## src/rtl/core/assert_macros.svh

```systemverilog
// Assertion macros included by the top level of the project.
`ifndef ASSERT_MACROS_SVH
`define ASSERT_MACROS_SVH
`ifndef SYNTHESIS
// Clocked check, disabled while the active-low reset is asserted.
`define HMMF_ASSERT(label, clk, rst_n, prop, msg) \
    label: assert property (@(posedge clk) disable iff (!(rst_n)) prop) else $error(msg);
// Clocked check that also holds during reset.
`define HMMF_ASSERT_ALWAYS(label, clk, prop, msg) \
    label: assert property (@(posedge clk) prop) else $error(msg);
`else
`define HMMF_ASSERT(label, clk, rst_n, prop, msg)
`define HMMF_ASSERT_ALWAYS(label, clk, prop, msg)
`endif
`endif

```

## src/rtl/core/hmmf_pkg.sv

```systemverilog
// Types, constants and arithmetic helpers of the HMM forward probability block.
package hmmf_pkg;

    localparam int MAX_STATES     = 8;
    localparam int MAX_SYMBOLS    = 16;
    localparam int PROB_FRAC_BITS = 31;
    localparam int PROB_W         = 32;
    localparam int STATE_W        = 3;
    localparam int SYM_W          = 4;
    localparam int NST_W          = 4;
    localparam int NSYM_W         = 5;
    localparam int CFG_W          = 5;
    localparam int TRANS_DEPTH    = MAX_STATES * MAX_STATES;
    localparam int EMIS_DEPTH     = MAX_STATES * MAX_SYMBOLS;

    localparam logic [PROB_W-1:0] PROB_ONE = PROB_W'(64'd1 << PROB_FRAC_BITS);

    // Configuration register indexes
    localparam logic CFG_NUM_STATES  = 1'b0;
    localparam logic CFG_NUM_SYMBOLS = 1'b1;

    localparam logic [NST_W-1:0]  NUM_STATES_RST  = 4'd5;
    localparam logic [NSYM_W-1:0] NUM_SYMBOLS_RST = 5'd10;

    typedef enum logic [1:0] {
        FUNC_LOAD_INIT  = 2'd0,
        FUNC_LOAD_TRANS = 2'd1,
        FUNC_LOAD_EMIS  = 2'd2,
        FUNC_OBSERVE    = 2'd3
    } t_func;

    typedef enum logic [3:0] {
        S_IDLE,
        S_JSTART,
        S_TADDR,
        S_TMUL,
        S_TACC,
        S_EADDR,
        S_EMUL,
        S_EWR,
        S_FIN
    } t_state;

    // Controller to datapath commands
    typedef struct packed {
        logic start;
        logic j_init;
        logic t_mul;
        logic t_acc;
        logic e_mul;
        logic e_wr;
        logic finish;
    } t_cmd;

    // Datapath to controller status
    typedef struct packed {
        logic k_last;
        logic j_last;
        logic in_seq;
        logic is_last;
        logic out_full;
    } t_status;

    // Truncated fixed-point product; inputs never exceed one
    function automatic logic [PROB_W-1:0] prob_mul(input logic [PROB_W-1:0] a,
                                                   input logic [PROB_W-1:0] b);
        logic [2*PROB_W-1:0] p;
        p = (2*PROB_W)'(a) * (2*PROB_W)'(b);
        return p[PROB_FRAC_BITS +: PROB_W];
    endfunction

    // Sum saturating at one
    function automatic logic [PROB_W-1:0] sat_add(input logic [PROB_W-1:0] a,
                                                  input logic [PROB_W-1:0] b);
        logic [PROB_W:0] s;
        s = {1'b0, a} + {1'b0, b};
        return (s > {1'b0, PROB_ONE}) ? PROB_ONE : s[PROB_W-1:0];
    endfunction

endpackage

```

## src/rtl/core/hmmf_ctrl.sv

```systemverilog
// Sequencer of the forward recursion: one multiply-accumulate step at a time.
module hmmf_ctrl (
    input  logic                i_clk,
    input  logic                i_rst_n,
    input  logic                i_obs_accept,
    input  hmmf_pkg::t_status   i_status,
    output hmmf_pkg::t_cmd      o_cmd,
    output logic                o_busy
);
    import hmmf_pkg::*;

    t_state r_state;
    t_state n_state;

    always_ff @(posedge i_clk) begin
        if (!i_rst_n) begin
            r_state <= S_IDLE;
        end else begin
            r_state <= n_state;
        end
    end

    // Next state
    always_comb begin
        n_state = r_state;
        case (r_state)
            S_IDLE:   if (i_obs_accept) n_state = S_JSTART;
            S_JSTART: n_state = i_status.in_seq ? S_TADDR : S_EADDR;
            S_TADDR:  n_state = S_TMUL;
            S_TMUL:   n_state = S_TACC;
            S_TACC:   n_state = i_status.k_last ? S_EADDR : S_TADDR;
            S_EADDR:  n_state = S_EMUL;
            S_EMUL:   n_state = S_EWR;
            S_EWR:    n_state = i_status.j_last ? S_FIN : S_JSTART;
            S_FIN: begin
                if (!(i_status.is_last && i_status.out_full)) n_state = S_IDLE;
            end
            default:  n_state = S_IDLE;
        endcase
    end

    // Commands
    always_comb begin
        o_cmd  = '0;
        o_busy = 1'b1;
        case (r_state)
            S_IDLE: begin
                o_busy      = 1'b0;
                o_cmd.start = i_obs_accept;
            end
            S_JSTART: o_cmd.j_init = 1'b1;
            S_TMUL:   o_cmd.t_mul = 1'b1;
            S_TACC:   o_cmd.t_acc = 1'b1;
            S_EMUL:   o_cmd.e_mul = 1'b1;
            S_EWR:    o_cmd.e_wr = 1'b1;
            S_FIN:    o_cmd.finish = !(i_status.is_last && i_status.out_full);
            default:  o_cmd = '0;
        endcase
    end
endmodule

```

## config.mk

```make
export PLATFORM = sky130hd
export DESIGN_NAME = hmmf_ctrl
export DESIGN_NICKNAME = d
export VERILOG_FILES = /design/src/rtl/core/assert_macros.svh /design/src/rtl/core/hmmf_pkg.sv /design/src/rtl/core/hmmf_ctrl.sv
export SDC_FILE = /design/constraint.sdc
export NUM_CORES = 1
export LEC_CHECK = 0
export ABC_AREA = 1
export BUFFER_PORTS_ARGS = -buffer_cell sky130_fd_sc_hd__buf_2
export CAP_MARGIN = 30
export CELL_PAD_IN_SITES_DETAIL_PLACEMENT = 0
export CELL_PAD_IN_SITES_GLOBAL_PLACEMENT = 2
export CORE_MARGIN = 10
export CORE_UTILIZATION = 17
export CTS_CLUSTER_DIAMETER = 150
export DETAILED_ROUTE_END_ITERATION = 12
export PLACE_DENSITY = 0.7
export SETUP_SLACK_MARGIN = 0.1
export SYNTH_ARGS = -nofsm -noshare
export SYNTH_HDL_FRONTEND = slang
export SYNTH_SLANG_ARGS = --single-unit
```

## constraint.sdc

```tcl
create_clock -name i_clk -period 0.9 [get_ports i_clk]
set_input_delay 0.18 -clock i_clk [delete_from_list [all_inputs] [get_ports i_clk]]
set_output_delay 0.18 -clock i_clk [all_outputs]
set_load 0.02 [all_outputs]
```

Word level (Yosys, flattened, before mapping). Index checks and enable logic that the tools add are counted.

Mux-type cells: 14. Reductions and logical operators: 4. Eq/ne operators: 10.

Operators with widths (number): 4-bit case mux with 9 select lines (1); 4-bit by 3-bit equality test with 1-bit output, second input constant (4); 4-bit two-way mux (3); 4-bit by 2-bit equality test with 1-bit output, second input constant (2); 1-bit two-way mux (8); 3-bit two-way mux (2); 4-bit by 1-bit equality test with 1-bit output, second input constant (1); 4-bit equality test, second input constant (1); 4-bit logical NOT (1); 2-bit inequality test, second input constant (2); 2-bit AND reduction (1); 1-bit logical AND (1); 1-bit logical NOT (1).

Input port bits: 8. Output and inout bits: 8. Flip-flop bits (word level): 4.

Logic depth before layout (Yosys ltp). Gate-level depths: netlist of run 1.

Depth after elaboration: 3. Mapped depth: 8. Mapped depth without buffers: 8.

Worst setup path after synthesis of run 1. OpenSTA, ideal clock, no wires.

Path kind: reg-to-output. Start: register r_state[1]. End: output port o_cmd[0] in the netlist's numbering. Buffers on the path: 0. Data arrival time: 1.263 ns. Data required time: 0.720 ns. Slack: -0.543 ns. Cell stages (with the launch flop): 4. Cell sequence: dfxtp_1 > nor2_2 > inv_1 > nor4_1.

RTL lines: start: declaration (line hmmf_ctrl.sv:12) `t_state r_state;`; start signal: assignment (line hmmf_ctrl.sv:19) `r_state <= n_state;`; end: declaration (line hmmf_ctrl.sv:7) `output hmmf_pkg::t_cmd o_cmd,`.

==> metrics.txt, run 1 <==
# TYPE chip_impl_metric gauge
chip_impl_info{name="run_status",value="finished with violations"} 1
chip_impl_info{name="failed_checks",value="setup timing"} 1
chip_impl_metric{name="drt_first_iter_violations",unit=""} 6
chip_impl_info{name="rsz_0062_raised_after_global_routing",value="yes"} 1
chip_impl_info{name="cts.root.buffer_cell",value="clkbuf_4"} 1
chip_impl_metric{name="layout_worst_path_cycle_share",unit="%"} 143
chip_impl_metric{name="core_region_area",unit="um2"} 1750
chip_impl_metric{name="placed_area",unit="um2"} 541
chip_impl_info{name="critPathLaunchType",value="flip-flop"} 1
chip_impl_metric{name="syn_area_per_cell",unit="um2"} 5.73
chip_impl_metric{name="vdd_ir_drop_max",unit="mV"} 1.47
chip_impl_metric{name="cts_buffer_depth",unit=""} 2
chip_impl_metric{name="final_cell_area",unit="um2"} 785
chip_impl_metric{name="synth_top_area_share",unit="%"} 25.4
chip_impl_metric{name="dp_worst_setup_slack",unit="ns"} -0.222
chip_impl_metric{name="grt_use_total",unit="%"} 7.05
chip_impl_metric{name="power.density_cell_area",unit="nW/um2"} 3080
chip_impl_metric{name="netlist_instances",unit=""} 55
chip_impl_metric{name="total_number_of_nets_in_the_final_design",unit=""} 98
chip_impl_metric{name="design.die.area",unit="um2"} 3980
chip_impl_info{name="synth.top_cells.by_area",value="dfxtp_1 25%, inv_1 13%, nand3_1 13%"} 1
chip_impl_info{name="yosys.area.top_type",value="dfxtp_1"} 1
chip_impl_metric{name="die_width",unit="um"} 63.1
chip_impl_metric{name="worstSkewPairLatency",unit="ns"} 0.24
chip_impl_metric{name="required",unit="ns"} 0.72
chip_impl_metric{name="route.final.wire_length",unit="mm"} 1.26
chip_impl_metric{name="final_routed_drc_violation_total",unit=""} 0
chip_impl_metric{name="drive_gt1_share",unit="%"} 73.0
chip_impl_metric{name="drv_slew",unit=""} 0
chip_impl_metric{name="yosysSeqAreaShare",unit="%"} 25.4
chip_impl_info{name="hp-class",value="input port to flip-flop"} 1
chip_impl_metric{name="grt_start_max_net_pins",unit=""} 6
chip_impl_metric{name="cts_sinks",unit=""} 4
chip_impl_metric{name="ant_nets",unit=""} 0
chip_impl_metric{name="grt_overflow",unit=""} 0
chip_impl_metric{name="static-leakage-power",unit="nW"} 0.380
chip_impl_metric{name="max_slew.worst_pin.slew",unit="ns"} 0.181
chip_impl_metric{name="yosysWarnings",unit=""} 0
chip_impl_metric{name="layout_setup_ws",unit="ns"} -0.385
chip_impl_info{name="top_layer_used_by_detailed_routing",value="met4"} 1
chip_impl_metric{name="gp_congestion",unit=""} 0.784
chip_impl_metric{name="dr_wl_met3",unit="um"} 79
chip_impl_metric{name="largest_register_ff_count",unit=""} 4
chip_impl_metric{name="timing.final.crit_period",unit="ns"} 1.28
chip_impl_metric{name="netlist-cell-type-count",unit=""} 14
chip_impl_metric{name="detailed_place_hpwl",unit="um"} 965
chip_impl_metric{name="io_buffer_count",unit=""} 15
chip_impl_metric{name="viasPerCell",unit=""} 4.06
chip_impl_metric{name="number_of_antenna_violations_at_the_first_check_in_global_routing",unit=""} 0
chip_impl_metric{name="arrival",unit="ns"} 1.10
chip_impl_metric{name="critPathMaxFanout",unit=""} 5
chip_impl_metric{name="dieHeight",unit="um"} 63.1
chip_impl_metric{name="vias",unit=""} 463
chip_impl_metric{name="hold_viol_final",unit=""} 0
chip_impl_info{name="mostFrequentLayoutCell",value="buf_6"} 1
chip_impl_info{name="worst_path_max_delay_cell",value="dfxtp_4"} 1
chip_impl_metric{name="max_cap_violations",unit=""} 0
chip_impl_metric{name="ios",unit=""} 16
chip_impl_metric{name="clk_pin_slew_worst_paths",unit="ns"} 0.04
chip_impl_metric{name="number_of_iterations_in_the_first_detailed_routing_pass",unit=""} 4
chip_impl_metric{name="setup-tns-final",unit="ns"} -3.49
chip_impl_metric{name="max-slew-margin-rel",unit="%"} 87.8
chip_impl_metric{name="finClkSkew",unit="ns"} 0.0104
chip_impl_metric{name="synthesis.area",unit="um2"} 315
chip_impl_info{name="worst-setup-path-type",value="flip-flop to primary output"} 1
chip_impl_metric{name="setup_viol",unit=""} 12
chip_impl_metric{name="final_core_util",unit="%"} 44.9
chip_impl_metric{name="standard_cell_row_count",unit=""} 15
chip_impl_metric{name="n_fill_cell",unit=""} 181
chip_impl_metric{name="initial_utilization",unit="%"} 18.1
chip_impl_metric{name="max_stage_delay",unit="ns"} 0.40
chip_impl_info{name="mostFrequentLayoutCells",value="13 x buf_6, 9 x buf_4, 7 x nor2_4, 7 x inv_1, 7 x buf_2"} 1
chip_impl_metric{name="number_of_buffers_created_by_cts",unit=""} 3
chip_impl_info{name="top_register_by_number_of_flip_flops",value="r_state"} 1
chip_impl_metric{name="detailroute.wirelength.met2",unit="um"} 629
chip_impl_metric{name="postSynthRegisterBits",unit=""} 4
chip_impl_metric{name="grt_pass1_vias",unit=""} 507
chip_impl_metric{name="n_antenna_cell",unit=""} 0
chip_impl_metric{name="syn2layout_area_growth",unit="%"} 149
chip_impl_metric{name="deepest_level_of_the_cts_h_tree",unit=""} 1
chip_impl_metric{name="cts_hold_repair.buffers",unit=""} 0
chip_impl_metric{name="grt_pass1_wl",unit="mm"} 2.30
chip_impl_info{name="reg.largest.list",value="r_state (4)"} 1
chip_impl_info{name="endpoint_kind",value="primary output"} 1
chip_impl_metric{name="wl_met1",unit="um"} 531
chip_impl_info{name="timing.critical_path.cells",value="inv_4 -> nor4_4 -> buf_4"} 1
chip_impl_metric{name="routedWlPerCell",unit="um"} 11.0
chip_impl_info{name="tritoncts",value="built"} 1
chip_impl_metric{name="synthesis.nets",unit=""} 63
chip_impl_metric{name="fmaxAchievable",unit="GHz"} 0.778
[critical path: cells and delay by family (launching register included)]
kind          cells  cell delay [ns]
buf+inv           2             0.23
flops             1             0.40
simple gates      1             0.23
[kinds of logic (layout without fill, tap and decap cells)]
logic type | after synthesis | in the layout | share of synthesized area [%]
compound gates | 2 | 2 | 3.17
simple gates | 36 | 36 | 56.0
flops | 4 | 4 | 25.4
buf+inv | 13 | 47 | 15.5
[metrics by stage]
stage          std cells  total power [mW]  hold WS [ns]
2_1_floorplan         55              1.04         0.284
3_3_place_gp         100              1.49         0.399
3_5_place_dp         100              1.48         0.397
4_1_cts              111              2.33         0.156
5_1_grt              114              2.63         0.163
6_report             114              2.42         0.157
[per-layer routing]
metal / track usage, % / vias to the layer above
li1: - / 242
met5: 0 / -
met4: 3.35 / 0
met2: 11.7 / 15
met3: 3.00 / 2
met1: 7.53 / 204
[worst paths after layout]
path         startpoint          to  slack (ns)  cells past startpoint
max          r_state[3]    o_cmd[0]       -0.38                      3
min reg2reg  r_state[3]  r_state[3]        0.63                      2
max reg2reg  r_state[1]  r_state[0]       -0.25                      9
min             i_rst_n  r_state[1]        0.16                      3
[area by class of cell]
cell class / instances / area, um2 / area share [%]
sequential: 4 / 95.1 / 12.1
clock buffer: 4 / 26.3 / 3.35
tap: 25 / 31.3 / 3.99
multi-input combinational: 38 / 312 / 39.7
inverter: 13 / 51.3 / 6.54
timing repair buffer: 30 / 269 / 34.3
[power breakdown]
group	total (mW)	switching [mW]	internal [mW]	leakage, nW
sequential	0.357	0.0996	0.258	0.0356
clock	0.245	0.0786	0.167	0.0150
combinational	1.81	0.892	0.923	0.330
[Yosys cell counts]
| master | instances |
|---|---|
| a21oi_1 | 1 |
| dfxtp_1 | 4 |
| inv_1 | 11 |
| inv_2 | 2 |
| nand2_1 | 10 |
| nand2_2 | 1 |
| nand3_1 | 8 |
| nand3_2 | 1 |
| nand4_1 | 1 |
| nor2_1 | 6 |
| nor2_2 | 5 |
| nor3_1 | 2 |
| nor4_1 | 2 |
| o21ai_1 | 1 |
[what timing repair did]
item / 4_1_cts / 5_1_grt
setup buffers: 7 / 4
endpoints found under the setup margin: 12 / 12
gates resized for setup: 37 / 2
pin swaps: 9 / 4
No activity file was read; power rests on OpenSTA's default activity.
==> run 2: changes to the inputs <==
--- a/constraint.sdc
+++ b/constraint.sdc
@@ -3,2 +3,2 @@
 set_output_delay 0.18 -clock i_clk [all_outputs]
-set_load 0.02 [all_outputs]
+set_load 0.01 [all_outputs]
==> metrics.txt, run 2 (synthesized netlist as in run 1, its figures left out) <==
# TYPE chip_impl_metric gauge
chip_impl_info{name="run_status",value="finished with violations"} 1
chip_impl_info{name="failed_checks",value="setup timing"} 1
chip_impl_info{name="mostFrequentLayoutCells",value="13 x buf_2, 8 x nand2_1, 7 x inv_1"} 1
chip_impl_metric{name="number_of_buffers_created_by_cts",unit=""} 3
chip_impl_metric{name="power.density_cell_area",unit="nW/um2"} 2770
chip_impl_metric{name="standard_cell_row_count",unit=""} 15
chip_impl_metric{name="detailed_place_hpwl",unit="um"} 882
chip_impl_metric{name="setup-tns-final",unit="ns"} -3.35
chip_impl_metric{name="n_fill_cell",unit=""} 193
chip_impl_metric{name="route.final.wire_length",unit="mm"} 1.07
chip_impl_metric{name="clk_pin_slew_worst_paths",unit="ns"} 0.04
chip_impl_metric{name="r2r_setup_slack",unit="ns"} -0.26
chip_impl_info{name="timing.critical_path.cells",value="nor2_4 -> inv_2 -> nor4_4 -> buf_2"} 1
chip_impl_info{name="worst_path_max_delay_cell",value="dfxtp_2"} 1
chip_impl_metric{name="final_routed_drc_violation_total",unit=""} 0
chip_impl_metric{name="sw_frac_of_total",unit="%"} 46.6
chip_impl_info{name="critical_path.reg2reg.startpoint",value="r_state[3]"} 1
chip_impl_metric{name="deepest_level_of_the_cts_h_tree",unit=""} 1
chip_impl_metric{name="layout_worst_path_cycle_share",unit="%"} 141
chip_impl_info{name="reg.largest.list",value="r_state (4)"} 1
chip_impl_metric{name="drt_first_iter_violations",unit=""} 6
chip_impl_metric{name="hold_viol_final",unit=""} 0
chip_impl_metric{name="gp_congestion",unit=""} 0.730
chip_impl_metric{name="drv_slew",unit=""} 0
chip_impl_metric{name="grt_start_max_net_pins",unit=""} 7
chip_impl_info{name="worst-setup-path-type",value="flip-flop to primary output"} 1
chip_impl_metric{name="max_cap_violations",unit=""} 0
chip_impl_metric{name="ant_nets",unit=""} 0
chip_impl_metric{name="number_of_iterations_in_the_first_detailed_routing_pass",unit=""} 4
chip_impl_metric{name="die_width",unit="um"} 63.1
chip_impl_metric{name="arrival",unit="ns"} 1.09
chip_impl_metric{name="number_of_antenna_violations_at_the_first_check_in_global_routing",unit=""} 0
chip_impl_info{name="endpoint_kind",value="primary output"} 1
chip_impl_metric{name="total_number_of_nets_in_the_final_design",unit=""} 89
chip_impl_metric{name="cts_sinks",unit=""} 4
chip_impl_metric{name="grt_use_total",unit="%"} 5.51
chip_impl_metric{name="internal-power",unit="mW"} 0.885
chip_impl_metric{name="max-slew-margin-rel",unit="%"} 86.5
chip_impl_metric{name="instances_no_fill",unit=""} 105
chip_impl_metric{name="largest_register_ff_count",unit=""} 4
chip_impl_metric{name="seqPwrFrac",unit="%"} 22.0
chip_impl_metric{name="share_clk_of_total_power",unit="%"} 15.0
chip_impl_metric{name="switching_power",unit="mW"} 0.772
chip_impl_metric{name="comb_power_share",unit="%"} 63.0
chip_impl_metric{name="vias",unit=""} 406
chip_impl_metric{name="drive_gt1_share",unit="%"} 63.7
chip_impl_info{name="rsz_0062_raised_after_global_routing",value="yes"} 1
chip_impl_metric{name="syn2layout_area_growth",unit="%"} 90.1
chip_impl_info{name="critPathLaunchType",value="flip-flop"} 1
chip_impl_metric{name="cts_hold_repair.buffers",unit=""} 0
chip_impl_metric{name="worstSkewPairLatency",unit="ns"} 0.24
chip_impl_metric{name="dieHeight",unit="um"} 63.1
chip_impl_metric{name="required",unit="ns"} 0.72
chip_impl_metric{name="n_antenna_cell",unit=""} 0
chip_impl_info{name="mostFrequentLayoutCell",value="buf_2"} 1
chip_impl_metric{name="initial_utilization",unit="%"} 18.1
chip_impl_info{name="hp-class",value="input port to flip-flop"} 1
chip_impl_info{name="tritoncts",value="built"} 1
chip_impl_metric{name="design.die.area",unit="um2"} 3980
chip_impl_metric{name="io_buffer_count",unit=""} 15
chip_impl_metric{name="critPathMaxFanout",unit=""} 4
chip_impl_metric{name="register_area",unit="um2"} 92.6
chip_impl_metric{name="fmaxAchievable",unit="GHz"} 0.790
chip_impl_info{name="timing.hold.worst_endpoint",value="r_state[1]"} 1
chip_impl_metric{name="finClkSkew",unit="ns"} 0.000625
chip_impl_metric{name="ios",unit=""} 16
chip_impl_metric{name="vdd_ir_drop_max",unit="mV"} 1.29
chip_impl_metric{name="cts_buffer_depth",unit=""} 2
chip_impl_metric{name="static-leakage-power",unit="nW"} 0.306
chip_impl_metric{name="core_region_area",unit="um2"} 1750
chip_impl_info{name="cts.root.buffer_cell",value="clkbuf_4"} 1
chip_impl_metric{name="max_slew.worst_pin.slew",unit="ns"} 0.201
chip_impl_metric{name="grt_overflow",unit=""} 0
chip_impl_metric{name="layout_setup_ws",unit="ns"} -0.366
chip_impl_info{name="hold_start",value="i_rst_n"} 1
chip_impl_metric{name="grt_pass1_wl",unit="mm"} 1.71
chip_impl_metric{name="grt_pass1_vias",unit=""} 397
chip_impl_metric{name="max_stage_delay",unit="ns"} 0.34
chip_impl_metric{name="routedWlPerCell",unit="um"} 10.2
chip_impl_metric{name="dpl.cell_count",unit=""} 96
chip_impl_info{name="top_register_by_number_of_flip_flops",value="r_state"} 1
chip_impl_metric{name="timing.final.crit_period",unit="ns"} 1.27
chip_impl_metric{name="setup_viol",unit=""} 12
chip_impl_info{name="reg2reg_to",value="r_state[0]"} 1
chip_impl_metric{name="multiInputGateArea",unit="um2"} 258
chip_impl_metric{name="viasPerCell",unit=""} 3.87
chip_impl_metric{name="hold_depth",unit=""} 3
chip_impl_metric{name="timing.reg2reg.worst_path_depth",unit=""} 9
[run 2: cell count changes in the layout (fill, tap and decap cells not counted), moves of 2 or more]
cell,delta
nor2_4,-3
nand2_4,-3
nand3_1,+2
nor2_2,+2
nand3_2,-2
buf_4,-5
buf_6,-9
buf_2,+6
nand2_1,+2
[run 2: layout make-up]
type | count | area share (%)
repair buffers | 21 | 23.4
flip-flops and latches | 4 | 15.4
inverters | 13 | 8.56
well taps | 25 | 5.22
multi-input cells | 38 | 43.0
clock buffers | 4 | 4.38
[run 2: routing by layer]
| metal | routed length, um | part of all wire (%) | track usage [%] | up-vias |
|---|---|---|---|---|
| met3 | 104 | 9.7 | 3.53 | 0 |
| met2 | 505 | 47 | 8.50 | 11 |
| met1 | 459 | 43 | 5.45 | 173 |
| met5 | 0 | 0 | 0 | - |
| li1 | - | - | - | 222 |
| met4 | 0 | 0 | 3.35 | 0 |
[run 2: what timing repair did]
action | CTS | global route
gates resized for setup | 2 | 5
endpoints found under the hold margin | 0 | 0
buffers inserted | 4 | 1
pin swaps | 2 | 3
setup endpoints to repair | 12 | 12
[run 2: worst max path at each step]
| stage | from | to | slack [ns] | cells past startpoint |
|---|---|---|---|---|
| final | r_state[0] | o_cmd[0] | -0.37 | 4 |
| after global routing | r_state[0] | o_cmd[0] | -0.46 | 4 |
| after CTS | r_state[3] | o_cmd[0] | -0.38 | 3 |
| after detailed placement | r_state[1] | o_cmd[0] | -0.16 | 4 |
| after global placement | r_state[0] | r_state[0] | -0.15 | 8 |
| after floorplan | r_state[2] | r_state[0] | -0.04 | 7 |
[run 2: worst max-delay path, delay by kind of cell (launching register included)]
family,cells,cell delay (ns)
buffers and inverters,2,0.24
DFF,1,0.34
and+or+nand+nor,2,0.26
[run 2: through the flow]
| stage | hold WS [ns] | worst slack (ns) | power (mW) | utilization (%) | cell area, um2 |
|---|---|---|---|---|---|
| after floorplan | 0.284 | -0.0377 | 0.952 | - | 389 |
| after global placement | 0.389 | -0.150 | 1.22 | 28.8 | 503 |
| after detailed placement | 0.391 | -0.165 | 1.21 | 28.8 | 503 |
| after CTS | 0.143 | -0.378 | 1.60 | 32.8 | 572 |
| after global routing | 0.149 | -0.456 | 1.77 | 34.3 | 599 |
| final | 0.153 | -0.366 | 1.66 | 34.3 | 599 |
[run 2: power groups by stage]
stage | Clock (mW) | Combinational, mW | Sequential (mW)
after floorplan | 0 | 0.596 | 0.356
after global placement | 0 | 0.841 | 0.377
after detailed placement | 0 | 0.831 | 0.375
after CTS | 0.258 | 0.977 | 0.362
after global routing | 0.274 | 1.13 | 0.370
final | 0.249 | 1.04 | 0.364
